**config.mk**
```make
export PLATFORM = sky130hd
export DESIGN_NAME = blob_centroid_and_radius
export DESIGN_NICKNAME = d
export VERILOG_FILES = /design/src/design/bcr_pkg.sv /design/src/design/bcr_front.sv /design/src/design/bcr_fifo.sv /design/src/design/bcr_back.sv /design/src/design/blob_centroid_and_radius.sv
export SDC_FILE = /design/constraint.sdc
export NUM_CORES = 1
export LEC_CHECK = 0
export ABC_AREA = 1
export BUFFER_PORTS_ARGS = -buffer_cell sky130_fd_sc_hd__buf_2
export CAP_MARGIN = 15
export CORE_ASPECT_RATIO = 1.5
export CORE_MARGIN = 5
export CORE_UTILIZATION = 60
export CTS_BUF_LIST = sky130_fd_sc_hd__clkbuf_4
export DETAILED_ROUTE_END_ITERATION = 16
export PLACE_DENSITY_LB_ADDON = 0.3
export REMOVE_ABC_BUFFERS = 1
export SLEW_MARGIN = 30
export SYNTH_ARGS = -nofsm -noshare
export SYNTH_HDL_FRONTEND = slang
export SYNTH_SLANG_ARGS = --single-unit
```
**constraint.sdc**
```tcl
create_clock -name aclk -period 11.86 [get_ports aclk]
set_input_delay 1.186 -clock aclk [delete_from_list [all_inputs] [get_ports aclk]]
set_output_delay 1.186 -clock aclk [all_outputs]
set_load 0.01 [all_outputs]
```
**src/design/bcr_pkg.sv**
```systemverilog
// Shared types, widths and constants for the blob centroid and radius block.
// Used by every module of the block; depends on nothing.
package bcr_pkg;

    localparam int MAX_ROWS = 2048;
    localparam int MAX_COLS = 2048;

    localparam int PIX_W     = 8;
    localparam int CFG_W     = 12;
    localparam int CFG_IDX_W = 2;
    localparam int POS_W     = 11;
    localparam int CNT_W     = 23;
    localparam int SUM_W     = 34;
    localparam int SPAN_W    = POS_W + 1;
    localparam int RAD_W     = 10;

    localparam int QUEUE_DEPTH = 2;
    localparam int QUEUE_AW    = 1;
    localparam int QUEUE_CW    = QUEUE_AW + 1;

    localparam int DIV_STEPS = POS_W;
    localparam int STEP_W    = 4;

    localparam logic [PIX_W-1:0] FG_LEVEL = 8'd255;

    localparam logic [CFG_IDX_W-1:0] REG_FRAME_ROWS = 2'd0;
    localparam logic [CFG_IDX_W-1:0] REG_FRAME_COLS = 2'd1;

    localparam logic [CFG_W-1:0] FRAME_ROWS_RESET = 12'd480;
    localparam logic [CFG_W-1:0] FRAME_COLS_RESET = 12'd640;
    localparam logic [CFG_W-1:0] MAX_ROWS_C       = CFG_W'(MAX_ROWS);
    localparam logic [CFG_W-1:0] MAX_COLS_C       = CFG_W'(MAX_COLS);

    typedef struct packed {
        logic [SUM_W-1:0] row_sum;
        logic [SUM_W-1:0] col_sum;
        logic [CNT_W-1:0] area_count;
        logic [POS_W-1:0] top_row;
        logic [POS_W-1:0] bottom_row;
        logic [POS_W-1:0] left_col;
        logic [POS_W-1:0] right_col;
    } frame_rec_t;

    function automatic logic [CFG_W-1:0] clamp_size(input logic [CFG_W-1:0] v,
                                                    input logic [CFG_W-1:0] maxv);
        logic [CFG_W-1:0] r;
        if (v == '0) begin
            r = CFG_W'(1);
        end else if (v > maxv) begin
            r = maxv;
        end else begin
            r = v;
        end
        return r;
    endfunction

endpackage

```
**src/design/bcr_front.sv**
```systemverilog
// Front end: holds the frame size registers, counts row and column, and
// accumulates foreground statistics. Pushes one frame record per frame; uses bcr_pkg.
module bcr_front (
    input  logic                          aclk,
    input  logic                          aresetn,
    input  logic                          cfg_valid,
    output logic                          cfg_ready,
    input  logic [bcr_pkg::CFG_IDX_W-1:0] cfg_index,
    input  logic [bcr_pkg::CFG_W-1:0]     cfg_data,
    input  logic                          s_valid,
    output logic                          s_ready,
    input  logic [bcr_pkg::PIX_W-1:0]     s_pixel,
    output logic                          rec_valid,
    input  logic                          rec_ready,
    output bcr_pkg::frame_rec_t           rec_data
);
    import bcr_pkg::*;

    logic [CFG_W-1:0] frame_rows_reg;
    logic [CFG_W-1:0] frame_cols_reg;
    logic [POS_W-1:0] row_pos_reg;
    logic [POS_W-1:0] col_pos_reg;
    logic [CNT_W-1:0] area_count_reg;
    logic [SUM_W-1:0] row_sum_reg;
    logic [SUM_W-1:0] col_sum_reg;
    logic [POS_W-1:0] top_row_reg;
    logic [POS_W-1:0] bottom_row_reg;
    logic [POS_W-1:0] left_col_reg;
    logic [POS_W-1:0] right_col_reg;

    logic [CNT_W-1:0] area_count_next;
    logic [SUM_W-1:0] row_sum_next;
    logic [SUM_W-1:0] col_sum_next;
    logic [POS_W-1:0] top_row_next;
    logic [POS_W-1:0] bottom_row_next;
    logic [POS_W-1:0] left_col_next;
    logic [POS_W-1:0] right_col_next;

    logic [CFG_W-1:0] rows_last;
    logic [CFG_W-1:0] cols_last;
    logic             fg;
    logic             last_col;
    logic             last_row;
    logic             accept;
    logic             cfg_write;

    assign cfg_ready = 1'b1;
    assign cfg_write = cfg_valid && cfg_ready &&
                       (cfg_index == REG_FRAME_ROWS || cfg_index == REG_FRAME_COLS);

    assign rows_last = clamp_size(frame_rows_reg, MAX_ROWS_C) - CFG_W'(1);
    assign cols_last = clamp_size(frame_cols_reg, MAX_COLS_C) - CFG_W'(1);
    assign last_col  = ({1'b0, col_pos_reg} == cols_last);
    assign last_row  = ({1'b0, row_pos_reg} == rows_last);

    assign fg      = (s_pixel == FG_LEVEL);
    assign s_ready = rec_ready;
    assign accept  = s_valid && s_ready;

    always_comb begin
        area_count_next = area_count_reg;
        row_sum_next    = row_sum_reg;
        col_sum_next    = col_sum_reg;
        top_row_next    = top_row_reg;
        bottom_row_next = bottom_row_reg;
        left_col_next   = left_col_reg;
        right_col_next  = right_col_reg;
        if (fg) begin
            area_count_next = area_count_reg + CNT_W'(1);
            row_sum_next    = row_sum_reg + SUM_W'(row_pos_reg);
            col_sum_next    = col_sum_reg + SUM_W'(col_pos_reg);
            if (row_pos_reg < top_row_reg) begin
                top_row_next = row_pos_reg;
            end
            if (row_pos_reg > bottom_row_reg) begin
                bottom_row_next = row_pos_reg;
            end
            if (col_pos_reg < left_col_reg) begin
                left_col_next = col_pos_reg;
            end
            if (col_pos_reg > right_col_reg) begin
                right_col_next = col_pos_reg;
            end
        end
    end

    assign rec_valid           = s_valid && last_col && last_row;
    assign rec_data.row_sum    = row_sum_next;
    assign rec_data.col_sum    = col_sum_next;
    assign rec_data.area_count = area_count_next;
    assign rec_data.top_row    = top_row_next;
    assign rec_data.bottom_row = bottom_row_next;
    assign rec_data.left_col   = left_col_next;
    assign rec_data.right_col  = right_col_next;

    always_ff @(posedge aclk) begin
        if (!aresetn || cfg_write || (accept && last_col && last_row)) begin
            row_pos_reg    <= '0;
            col_pos_reg    <= '0;
            area_count_reg <= '0;
            row_sum_reg    <= '0;
            col_sum_reg    <= '0;
            top_row_reg    <= '1;
            bottom_row_reg <= '0;
            left_col_reg   <= '1;
            right_col_reg  <= '0;
        end else if (accept) begin
            area_count_reg <= area_count_next;
            row_sum_reg    <= row_sum_next;
            col_sum_reg    <= col_sum_next;
            top_row_reg    <= top_row_next;
            bottom_row_reg <= bottom_row_next;
            left_col_reg   <= left_col_next;
            right_col_reg  <= right_col_next;
            if (last_col) begin
                col_pos_reg <= '0;
                row_pos_reg <= row_pos_reg + POS_W'(1);
            end else begin
                col_pos_reg <= col_pos_reg + POS_W'(1);
            end
        end
    end

    always_ff @(posedge aclk) begin
        if (!aresetn) begin
            frame_rows_reg <= FRAME_ROWS_RESET;
            frame_cols_reg <= FRAME_COLS_RESET;
        end else if (cfg_valid && cfg_ready) begin
            if (cfg_index == REG_FRAME_ROWS) begin
                frame_rows_reg <= cfg_data;
            end
            if (cfg_index == REG_FRAME_COLS) begin
                frame_cols_reg <= cfg_data;
            end
        end
    end

endmodule

```
**src/design/bcr_fifo.sv**
```systemverilog
// Short queue of frame records between the front end and the divider back end.
// Uses bcr_pkg for the record type and depth.
module bcr_fifo (
    input  logic                aclk,
    input  logic                aresetn,
    input  logic                in_valid,
    output logic                in_ready,
    input  bcr_pkg::frame_rec_t in_data,
    output logic                out_valid,
    input  logic                out_ready,
    output bcr_pkg::frame_rec_t out_data
);
    import bcr_pkg::*;

    frame_rec_t           mem_reg [QUEUE_DEPTH];
    logic [QUEUE_AW-1:0]  wr_ptr_reg;
    logic [QUEUE_AW-1:0]  rd_ptr_reg;
    logic [QUEUE_CW-1:0]  count_reg;
    logic                 push;
    logic                 pop;

    assign in_ready  = (count_reg != QUEUE_CW'(QUEUE_DEPTH));
    assign out_valid = (count_reg != '0);
    assign out_data  = mem_reg[rd_ptr_reg];
    assign push      = in_valid && in_ready;
    assign pop       = out_valid && out_ready;

    always_ff @(posedge aclk) begin
        if (push) begin
            mem_reg[wr_ptr_reg] <= in_data;
        end
    end

    always_ff @(posedge aclk) begin
        if (!aresetn) begin
            wr_ptr_reg <= '0;
            rd_ptr_reg <= '0;
            count_reg  <= '0;
        end else begin
            if (push) begin
                wr_ptr_reg <= wr_ptr_reg + QUEUE_AW'(1);
            end
            if (pop) begin
                rd_ptr_reg <= rd_ptr_reg + QUEUE_AW'(1);
            end
            if (push && !pop) begin
                count_reg <= count_reg + QUEUE_CW'(1);
            end else if (pop && !push) begin
                count_reg <= count_reg - QUEUE_CW'(1);
            end
        end
    end

endmodule

```
**src/design/bcr_back.sv**
```systemverilog
// Back end: takes frame records, divides both sums by the count one quotient
// bit per cycle, computes the radius and holds the result word. Uses bcr_pkg.
module bcr_back (
    input  logic                      aclk,
    input  logic                      aresetn,
    input  logic                      rec_valid,
    output logic                      rec_ready,
    input  bcr_pkg::frame_rec_t       rec_data,
    output logic                      m_valid,
    input  logic                      m_ready,
    output logic [bcr_pkg::POS_W-1:0] m_row_centroid,
    output logic [bcr_pkg::POS_W-1:0] m_col_centroid,
    output logic [bcr_pkg::RAD_W-1:0] m_radius,
    output logic [bcr_pkg::CNT_W-1:0] m_pixel_count,
    output logic                      m_empty_res
);
    import bcr_pkg::*;

    typedef enum logic [2:0] {
        ST_IDLE = 3'b001,
        ST_DIV  = 3'b010,
        ST_DONE = 3'b100
    } back_state_t;

    back_state_t       state_reg;
    logic [SUM_W-1:0]  row_rem_reg;
    logic [SUM_W-1:0]  col_rem_reg;
    logic [SUM_W-1:0]  divisor_reg;
    logic [POS_W-1:0]  row_quo_reg;
    logic [POS_W-1:0]  col_quo_reg;
    logic [CNT_W-1:0]  count_reg;
    logic [RAD_W-1:0]  radius_reg;
    logic              empty_reg;
    logic [STEP_W-1:0] step_reg;

    logic              m_valid_reg;
    logic [POS_W-1:0]  m_row_centroid_reg;
    logic [POS_W-1:0]  m_col_centroid_reg;
    logic [RAD_W-1:0]  m_radius_reg;
    logic [CNT_W-1:0]  m_pixel_count_reg;
    logic              m_empty_res_reg;

    logic [SPAN_W-1:0] span;
    logic              row_ge;
    logic              col_ge;
    logic              out_free;

    assign span = SPAN_W'(rec_data.bottom_row - rec_data.top_row)
                + SPAN_W'(rec_data.right_col - rec_data.left_col);

    assign row_ge    = (row_rem_reg >= divisor_reg);
    assign col_ge    = (col_rem_reg >= divisor_reg);
    assign out_free  = !m_valid_reg || m_ready;
    assign rec_ready = (state_reg == ST_IDLE);

    always_ff @(posedge aclk) begin
        if (!aresetn) begin
            state_reg <= ST_IDLE;
        end else begin
            case (state_reg)
                ST_IDLE: begin
                    if (rec_valid) begin
                        state_reg <= (rec_data.area_count == '0) ? ST_DONE : ST_DIV;
                    end
                end
                ST_DIV: begin
                    if (step_reg == '0) begin
                        state_reg <= ST_DONE;
                    end
                end
                ST_DONE: begin
                    if (out_free) begin
                        state_reg <= ST_IDLE;
                    end
                end
                default: begin
                    state_reg <= ST_IDLE;
                end
            endcase
        end
    end

    always_ff @(posedge aclk) begin
        case (state_reg)
            ST_IDLE: begin
                row_rem_reg <= rec_data.row_sum;
                col_rem_reg <= rec_data.col_sum;
                divisor_reg <= SUM_W'(rec_data.area_count) << (DIV_STEPS - 1);
                row_quo_reg <= '0;
                col_quo_reg <= '0;
                count_reg   <= rec_data.area_count;
                step_reg    <= STEP_W'(DIV_STEPS - 1);
                empty_reg   <= (rec_data.area_count == '0);
                radius_reg  <= (rec_data.area_count == '0) ? '0 : span[SPAN_W-1:2];
            end
            ST_DIV: begin
                if (row_ge) begin
                    row_rem_reg <= row_rem_reg - divisor_reg;
                end
                if (col_ge) begin
                    col_rem_reg <= col_rem_reg - divisor_reg;
                end
                row_quo_reg <= {row_quo_reg[POS_W-2:0], row_ge};
                col_quo_reg <= {col_quo_reg[POS_W-2:0], col_ge};
                divisor_reg <= divisor_reg >> 1;
                step_reg    <= step_reg - STEP_W'(1);
            end
            default: begin
            end
        endcase
    end

    always_ff @(posedge aclk) begin
        if (!aresetn) begin
            m_valid_reg <= 1'b0;
        end else if (state_reg == ST_DONE && out_free) begin
            m_valid_reg <= 1'b1;
        end else if (m_ready) begin
            m_valid_reg <= 1'b0;
        end
    end

    always_ff @(posedge aclk) begin
        if (state_reg == ST_DONE && out_free) begin
            m_row_centroid_reg <= row_quo_reg;
            m_col_centroid_reg <= col_quo_reg;
            m_radius_reg       <= radius_reg;
            m_pixel_count_reg  <= count_reg;
            m_empty_res_reg    <= empty_reg;
        end
    end

    assign m_valid        = m_valid_reg;
    assign m_row_centroid = m_row_centroid_reg;
    assign m_col_centroid = m_col_centroid_reg;
    assign m_radius       = m_radius_reg;
    assign m_pixel_count  = m_pixel_count_reg;
    assign m_empty_res    = m_empty_res_reg;

endmodule

```
**src/design/blob_centroid_and_radius.sv**
```systemverilog
// Blob centroid and radius, top level: front end, record queue and divider back end.
// Pixels are taken one per cycle; the queue stalls pixel input only when it is full.
// A record leaves the queue for the divide state, or for the done state if empty;
// the shared 11-step divider takes no new record until the last result is registered.
// Reset is synchronous and active low and restores 480 rows by 640 columns.
// Depends on bcr_pkg, bcr_front, bcr_fifo and bcr_back.
module blob_centroid_and_radius (
    input  logic                          aclk,
    input  logic                          aresetn,
    input  logic                          cfg_valid,
    output logic                          cfg_ready,
    input  logic [bcr_pkg::CFG_IDX_W-1:0] cfg_index,
    input  logic [bcr_pkg::CFG_W-1:0]     cfg_data,
    input  logic                          s_valid,
    output logic                          s_ready,
    input  logic [bcr_pkg::PIX_W-1:0]     s_pixel,
    output logic                          m_valid,
    input  logic                          m_ready,
    output logic [bcr_pkg::POS_W-1:0]     m_row_centroid,
    output logic [bcr_pkg::POS_W-1:0]     m_col_centroid,
    output logic [bcr_pkg::RAD_W-1:0]     m_radius,
    output logic [bcr_pkg::CNT_W-1:0]     m_pixel_count,
    output logic                          m_empty_res
);
    import bcr_pkg::*;

    logic       push_valid;
    logic       push_ready;
    frame_rec_t push_data;
    logic       pop_valid;
    logic       pop_ready;
    frame_rec_t pop_data;

    bcr_front u_front (
        .aclk      (aclk),
        .aresetn   (aresetn),
        .cfg_valid (cfg_valid),
        .cfg_ready (cfg_ready),
        .cfg_index (cfg_index),
        .cfg_data  (cfg_data),
        .s_valid   (s_valid),
        .s_ready   (s_ready),
        .s_pixel   (s_pixel),
        .rec_valid (push_valid),
        .rec_ready (push_ready),
        .rec_data  (push_data)
    );

    bcr_fifo u_fifo (
        .aclk      (aclk),
        .aresetn   (aresetn),
        .in_valid  (push_valid),
        .in_ready  (push_ready),
        .in_data   (push_data),
        .out_valid (pop_valid),
        .out_ready (pop_ready),
        .out_data  (pop_data)
    );

    bcr_back u_back (
        .aclk           (aclk),
        .aresetn        (aresetn),
        .rec_valid      (pop_valid),
        .rec_ready      (pop_ready),
        .rec_data       (pop_data),
        .m_valid        (m_valid),
        .m_ready        (m_ready),
        .m_row_centroid (m_row_centroid),
        .m_col_centroid (m_col_centroid),
        .m_radius       (m_radius),
        .m_pixel_count  (m_pixel_count),
        .m_empty_res    (m_empty_res)
    );

`ifndef SYNTHESIS
    a_empty_fields_zero: assert property (@(posedge aclk) disable iff (!aresetn)
        (m_valid && m_empty_res) |-> (m_pixel_count == '0 && m_radius == '0 &&
                                      m_row_centroid == '0 && m_col_centroid == '0))
        else $error("empty result word carries nonzero fields");

    a_nonempty_has_count: assert property (@(posedge aclk) disable iff (!aresetn)
        (m_valid && !m_empty_res) |-> (m_pixel_count != '0))
        else $error("nonempty result word has zero pixel count");

    a_queue_pop_only_idle: assert property (@(posedge aclk) disable iff (!aresetn)
        (pop_valid && pop_ready) |=> !pop_ready)
        else $error("back end took a second record while still dividing");
`endif

endmodule

```
==> flow_summary.toml, run 1 <==
[sta]
fin_crit_ns = 4.79
finalHoldViolCount = 0
relSlewSlack = 0.367
skew_ns = 0.0704
setup_viol = 0
tightest_slew_ns = 0.940
finalWorstSetupSlack_ns = 7.07
fmax_mhz = 209
slew_violations = 0
grt_setup_unrepaired = "false"
post-route-period-util = 0.404
tns_ns = 0

[pwr]
power.density_nw_per_um2 = 231
peakVddDrop_mv = 0.141
p_leak_nw = 16.2
total_power_w = 0.00897

[critical_path]
rr_endpoint = "u_back.radius_reg[7]$_SDFFCE_PP0P_"
r2r_cells = 14
crit_type = "flop to flop"
endpoint = "u_back.radius_reg[7]$_SDFFCE_PP0P_"
slowest_stage = "buf_4"
required_ns = 12.54
crit_family = "buffers and inverters"
critPathLaunchType = "flop"
arrival_ns = 5.48
endpoint_kind = "flop"
crit_path_cell_trace = "inv_2 > buf_4 > nand2_1 > nand2_1 > fa_1 > fa_1 > ha_1 > a21oi_1 > o21ai_0 > a21oi_1 > o21bai_1 > or2_2 > nand3_1 > inv_1"
r2r_slack_ns = 7.07
crit_fanout = 71
max_stage_delay_ns = 0.75
cp.depth = 14
critPathBufInv = 3

[global_routing]
grt_pass1_vias = 27600
groute.usage.overall = 0.276
grt_pass1_wl_mm = 141
grt_max_degree = 126
antenna_found_initial = 1
grt-ovfl-total = 0

[logic_synthesis]
yosysWarnings = 0
synth_top_area_frac = 0.411
yosysTopAreaCell = "edfxtp_1"
syn-cell-area_um2 = 35600
async_reset_ff_frac = 0
netlist_top_cells_area = "edfxtp_1 41%, dfxtp_1 11%, nand2_1 11%, inv_1 5.4%, ha_1 5.2%"
ys_seq_elements = 677
synth-edff-count = 487
yosysSeqAreaShare = 0.518
synthCells = 4093
synth_cell_types = 53
avgSynthCellArea_um2 = 8.70
synth_flop_cell = "edfxtp_1"

[final_layout]
final_cell_mix = "1003 x nand2_1, 511 x inv_1, 487 x edfxtp_1, 445 x nor2_1, 310 x o21ai_0"
layout_commonest_cell = "nand2_1"
largest_reg_flops = 270
nNetsFinal = 4435
fill_cells = 4840
area_delta_synth_final_pct = 8.99
drive_gt1_frac = 0.0981

[drt]
drc = 0
vias_per_cell = 5.48
wl_met3_mm = 4.24
first_iter_violations = 1739
routed-via-count = 28200
drtAntennaViolNets = 0
avgRoutedWirePerCell_um = 17.5
dr.pass1.iters = 5
routed-wl-met2_mm = 46.4
wl_met1_mm = 32.7
drt-total-wl_mm = 90.2
highest_layer = "met4"

[clock_tree]
tritoncts = "built"
clk_latency_ns = 0.94
clock_sinks = 677
cts_max_level = 4
cts-root-buf = "clkbuf_4"
post_cts_resized = 0
path_clk_slew_ns = 0.07
cts_setup_buffers = 0
hold_buffers = 0
cts.path.max_buffers = 3
numCtsBuffers = 158

[die]
num_io_pins = 86
dieArea_um2 = 64400
start_util = 0.604
fp.dieH_um = 308
core_area_um2 = 58900
rows = 109
die_w_um = 209

[placement]
routabilityCongestion = 0.933
dpl.hpwl_mm = 65.0
dp_slack_ns = 7.09
portBuffers = 84

[status]
status = "complete, no violations"

[min_path]
hp-class = "flop to flop"

[run]
maxCapViolations = 0
## per-stage QoR
step	cells	util	hold WS, ns	instance area (um2)
after floorplan	3966	-	0.400	35000
final	5143	0.658	0.420	38800
after global placement	4852	0.623	0.400	36700
after detailed placement	4852	0.623	0.406	36700
after global routing	5143	0.658	0.424	38800
after CTS	5141	0.658	0.398	38800
## cell families after synthesis
kind of cell	after synthesis	synth area share
muxes	33	0.00928
and+or+nand+nor	1773	0.204
AOI/OAI and AO/OA	651	0.0987
DFF	677	0.518
adders and majority gates	173	0.0661
xor gates and xnor gates	140	0.0344
buffers and inverters	645	0.0701
other	1	0.000105
## cells in the mapped netlist (19+ instances only)
cell type / instances
dfxtp_1: 190
fa_1: 25
edfxtp_1: 487
nor3_1: 44
inv_1: 514
nand4_1: 46
nor2_1: 447
nand3_1: 141
or2_2: 41
clkbuf_1: 96
a21oi_1: 240
o21bai_1: 19
o21ai_0: 310
nor4_1: 27
mux2i_1: 33
xnor2_1: 22
xor2_1: 118
ha_1: 148
nand2_1: 1005
## per-layer routing
| metal | up-vias | GRT usage |
|---|---|---|
| met1 | 13000 | 0.294 |
| met2 | 872 | 0.500 |
| met3 | 309 | 0.0399 |
| met5 | - | 0 |
| li1 | 13900 | - |
| met4 | 0 | 0.198 |
## power breakdown
part / internal, W / switching, W
logic: 0.00125 / 0.00256
registers: 0.00307 / 0.000166
clock network: 0.000997 / 0.000932
## worst min path at each step
stage                                         start                                      to  slack [ns]  cells past startpoint
6_report             u_back.count_reg[18]$_DFFE_PP_      u_back.m_pixel_count[18]$_DFFE_PP_        0.42                      0
5_1_grt               u_back.count_reg[1]$_DFFE_PP_       u_back.m_pixel_count[1]$_DFFE_PP_        0.42                      0
4_1_cts                                 cfg_data[7]  u_front.frame_rows_reg[7]$_SDFFE_PN1P_        0.40                      3
3_5_place_dp         u_back.count_reg[17]$_DFFE_PP_      u_back.m_pixel_count[17]$_DFFE_PP_        0.41                      0
3_3_place_gp         u_back.count_reg[17]$_DFFE_PP_      u_back.m_pixel_count[17]$_DFFE_PP_        0.40                      0
2_1_floorplan  u_back.col_quo_reg[10]$_SDFFCE_PN0N_     u_back.m_col_centroid[10]$_DFFE_PP_        0.40                      0
## final cells by class
class / instances / area (um2) / share of cell area
clock inverter: 56 / 357 / 0.00919
antenna: 2 / 5.00 / 0.000129
inverter: 518 / 1960 / 0.0504
multi-input combinational: 2771 / 14700 / 0.379
sequential: 677 / 18400 / 0.475
timing repair buffer: 109 / 612 / 0.0158
tap: 777 / 972 / 0.0251
clock buffer: 233 / 1750 / 0.0451
Note: power is estimated with default switching activity, not from simulation.
==> run 2: changes to the inputs <==
CORE_UTILIZATION = 59   (was 60)
clock period = 4.15 ns   (was 11.86 ns; I/O delays follow)
==> run 2 against run 1 <==
  * Cell count up 1.1%
  * Global-route usage down 0.62 points
  * Flip-flop and latch count unchanged
  * Routed wire length down 1.3%
  * Worst setup slack worse by 6.6 ns
  * Register-to-register slack worse by 6.6 ns
  * Sequential share of layout area down 0.67 points
  * Power rose to 2.9 times the previous value
  * Fmax up 29%
  * Combinational power rose to 2.9 times the previous value
  * Cell area up 1.4%
  * Core utilization down 0.12 points
  * Critical path type unchanged
==> flow_summary.toml, run 2 (same netlist as run 1, synthesis figures left out) <==
[run]
maxCapViolations = 0

[sta]
fin_crit_ns = 3.73
skew_ns = 0.0582
fmax_mhz = 268
setup_viol = 0
tightest_slew_ns = 1.01
post-route-period-util = 0.898
finalHoldViolCount = 0
slew_violations = 0
relSlewSlack = 0.319
tns_ns = 0
grt_setup_unrepaired = "false"

[final_layout]
nNetsFinal = 4483
regArea_um2 = 18400
multiInputGateArea_um2 = 14700
area_delta_synth_final_pct = 10.5
fill_cells = 4965
drive_gt1_frac = 0.105
largest_reg_flops = 270
layout_commonest_cell = "nand2_1"
final_cell_mix = "1003 x nand2_1, 510 x inv_1, 487 x edfxtp_1, 445 x nor2_1, 310 x o21ai_0"
final_cell_area_um2 = 39400
final_core_util = 0.657

[global_routing]
grt_pass1_wl_mm = 141
grt-ovfl-total = 0
grt_max_degree = 150
grt_pass1_vias = 27500
groute.usage.overall = 0.270
antenna_found_initial = 2

[clock_tree]
numCtsBuffers = 160
cts_max_level = 4
cts.path.max_buffers = 3
tritoncts = "built"
path_clk_slew_ns = 0.07
clk_latency_ns = 0.91
clock_sinks = 677
cts-root-buf = "clkbuf_4"

[placement]
routabilityCongestion = 0.942
placed_area_um2 = 37000
portBuffers = 84
dpl.hpwl_mm = 64.7

[critical_path]
max_stage_delay_ns = 0.50
arrival_ns = 4.37
slowest_stage = "dfxtp_4"
crit_fanout = 19
critPathLaunchType = "flop"
required_ns = 4.79
endpoint_kind = "flop"
crit_path_cell_trace = "buf_4 > mux2i_1 > fa_1 > fa_1 > ha_1 > a31o_2 > nand2_1 > nand2_1 > a21oi_1 > o21bai_1 > or2_2 > nand3_1 > inv_1"
crit_type = "flop to flop"

[pwr]
total_power_w = 0.0257
p_leak_nw = 16.4
power.density_nw_per_um2 = 654
peakVddDrop_mv = 0.393

[drt]
dr.pass1.iters = 6
avgRoutedWirePerCell_um = 17.1
routed-via-count = 28400
drc = 0
drt-total-wl_mm = 89.1
vias_per_cell = 5.45
first_iter_violations = 1881
drtAntennaViolNets = 0

[die]
dieArea_um2 = 65400
start_util = 0.595
rows = 110
fp.dieH_um = 311
core_area_um2 = 59900
num_io_pins = 86
die_w_um = 211

[min_path]
hp-class = "input port to flop"

[status]
status = "complete, no violations"
-- run 2: cell count changes in the layout (fill, tap and decap cells not counted), moves of 2 or more --
cell	delta
buf_4	+16
clkinv_4	-3
dlygate4sd3_1	+21
inv_2	-2
clkinvlp_4	+3
buf_12	+9
clkbuf_4	+11
-- run 2: power breakdown --
part | leakage (nW) | total, W | internal [W] | switching, W
registers | 6.14 | 0.00921 | 0.00877 | 0.000435
clock network | 1.28 | 0.00556 | 0.00290 | 0.00266
logic | 9.01 | 0.0110 | 0.00362 | 0.00733
total | 16.4 | 0.0257 | 0.0153 | 0.0104
-- run 2: per-stage QoR --
| step | setup WS [ns] | cells | hold slack (ns) |
|---|---|---|---|
| 3_5_place_dp | 0.343 | 4883 | 0.405 |
| 6_report | 0.424 | 5202 | 0.152 |
| 2_1_floorplan | -5.92 | 3966 | 0.400 |
| 5_1_grt | 0.111 | 5202 | 0.122 |
| 3_3_place_gp | 0.380 | 4883 | 0.402 |
| 4_1_cts | 0.339 | 5200 | 0.0172 |
-- run 2: routing by layer --
layer | vias to the layer above | GRT usage | share of wire
met1 | 13200 | 0.297 | 0.37
met3 | 295 | 0.0376 | 0.045
li1 | 14000 | - | -
met4 | 2 | 0.178 | 0.073
met5 | - | 0 | 0.00012
met2 | 863 | 0.482 | 0.52
-- run 2: final timing paths --
kind	start	endpoint	slack (ns)	cells past startpoint
worst min-delay path	cfg_index[1]	u_front.left_col_reg[9]$_SDFFE_PP1P_	0.15	5
worst max register to register	flop	u_back.radius_reg[7]$_SDFFCE_PP0P_	0.42	13
worst max-delay path	flop	u_back.radius_reg[7]$_SDFFCE_PP0P_	0.42	13
worst min register to register	u_back.row_quo_reg[10]$_SDFFCE_PN0N_	u_back.m_row_centroid[10]$_DFFE_PP_	0.40	0
-- run 2: worst max-delay path: cells and delay by family (launching register included) --
kind | cells | cell delay (ns)
buf+inv | 2 | 0.35
simple gates | 4 | 0.52
flops | 1 | 0.50
compound gates | 3 | 0.61
mux | 1 | 0.28
fa+ha+maj | 3 | 1.22
-- run 2: layout make-up --
| class | count | share of cell area |
|---|---|---|
| antenna | 1 | 0.0000636 |
| clock buffer | 244 | 0.0466 |
| clock inverter | 52 | 0.00808 |
| inverter | 518 | 0.0498 |
| multi-input combinational | 2771 | 0.374 |
| sequential | 677 | 0.468 |
| tap | 784 | 0.0249 |
| timing repair buffer | 155 | 0.0285 |
-- run 2: what timing repair did --
item	CTS	global route
endpoints found under the hold margin	54	0
buffers inserted	0	1
resized for setup	0	1
endpoints found under the setup margin	0	1
hold buffers	21	0
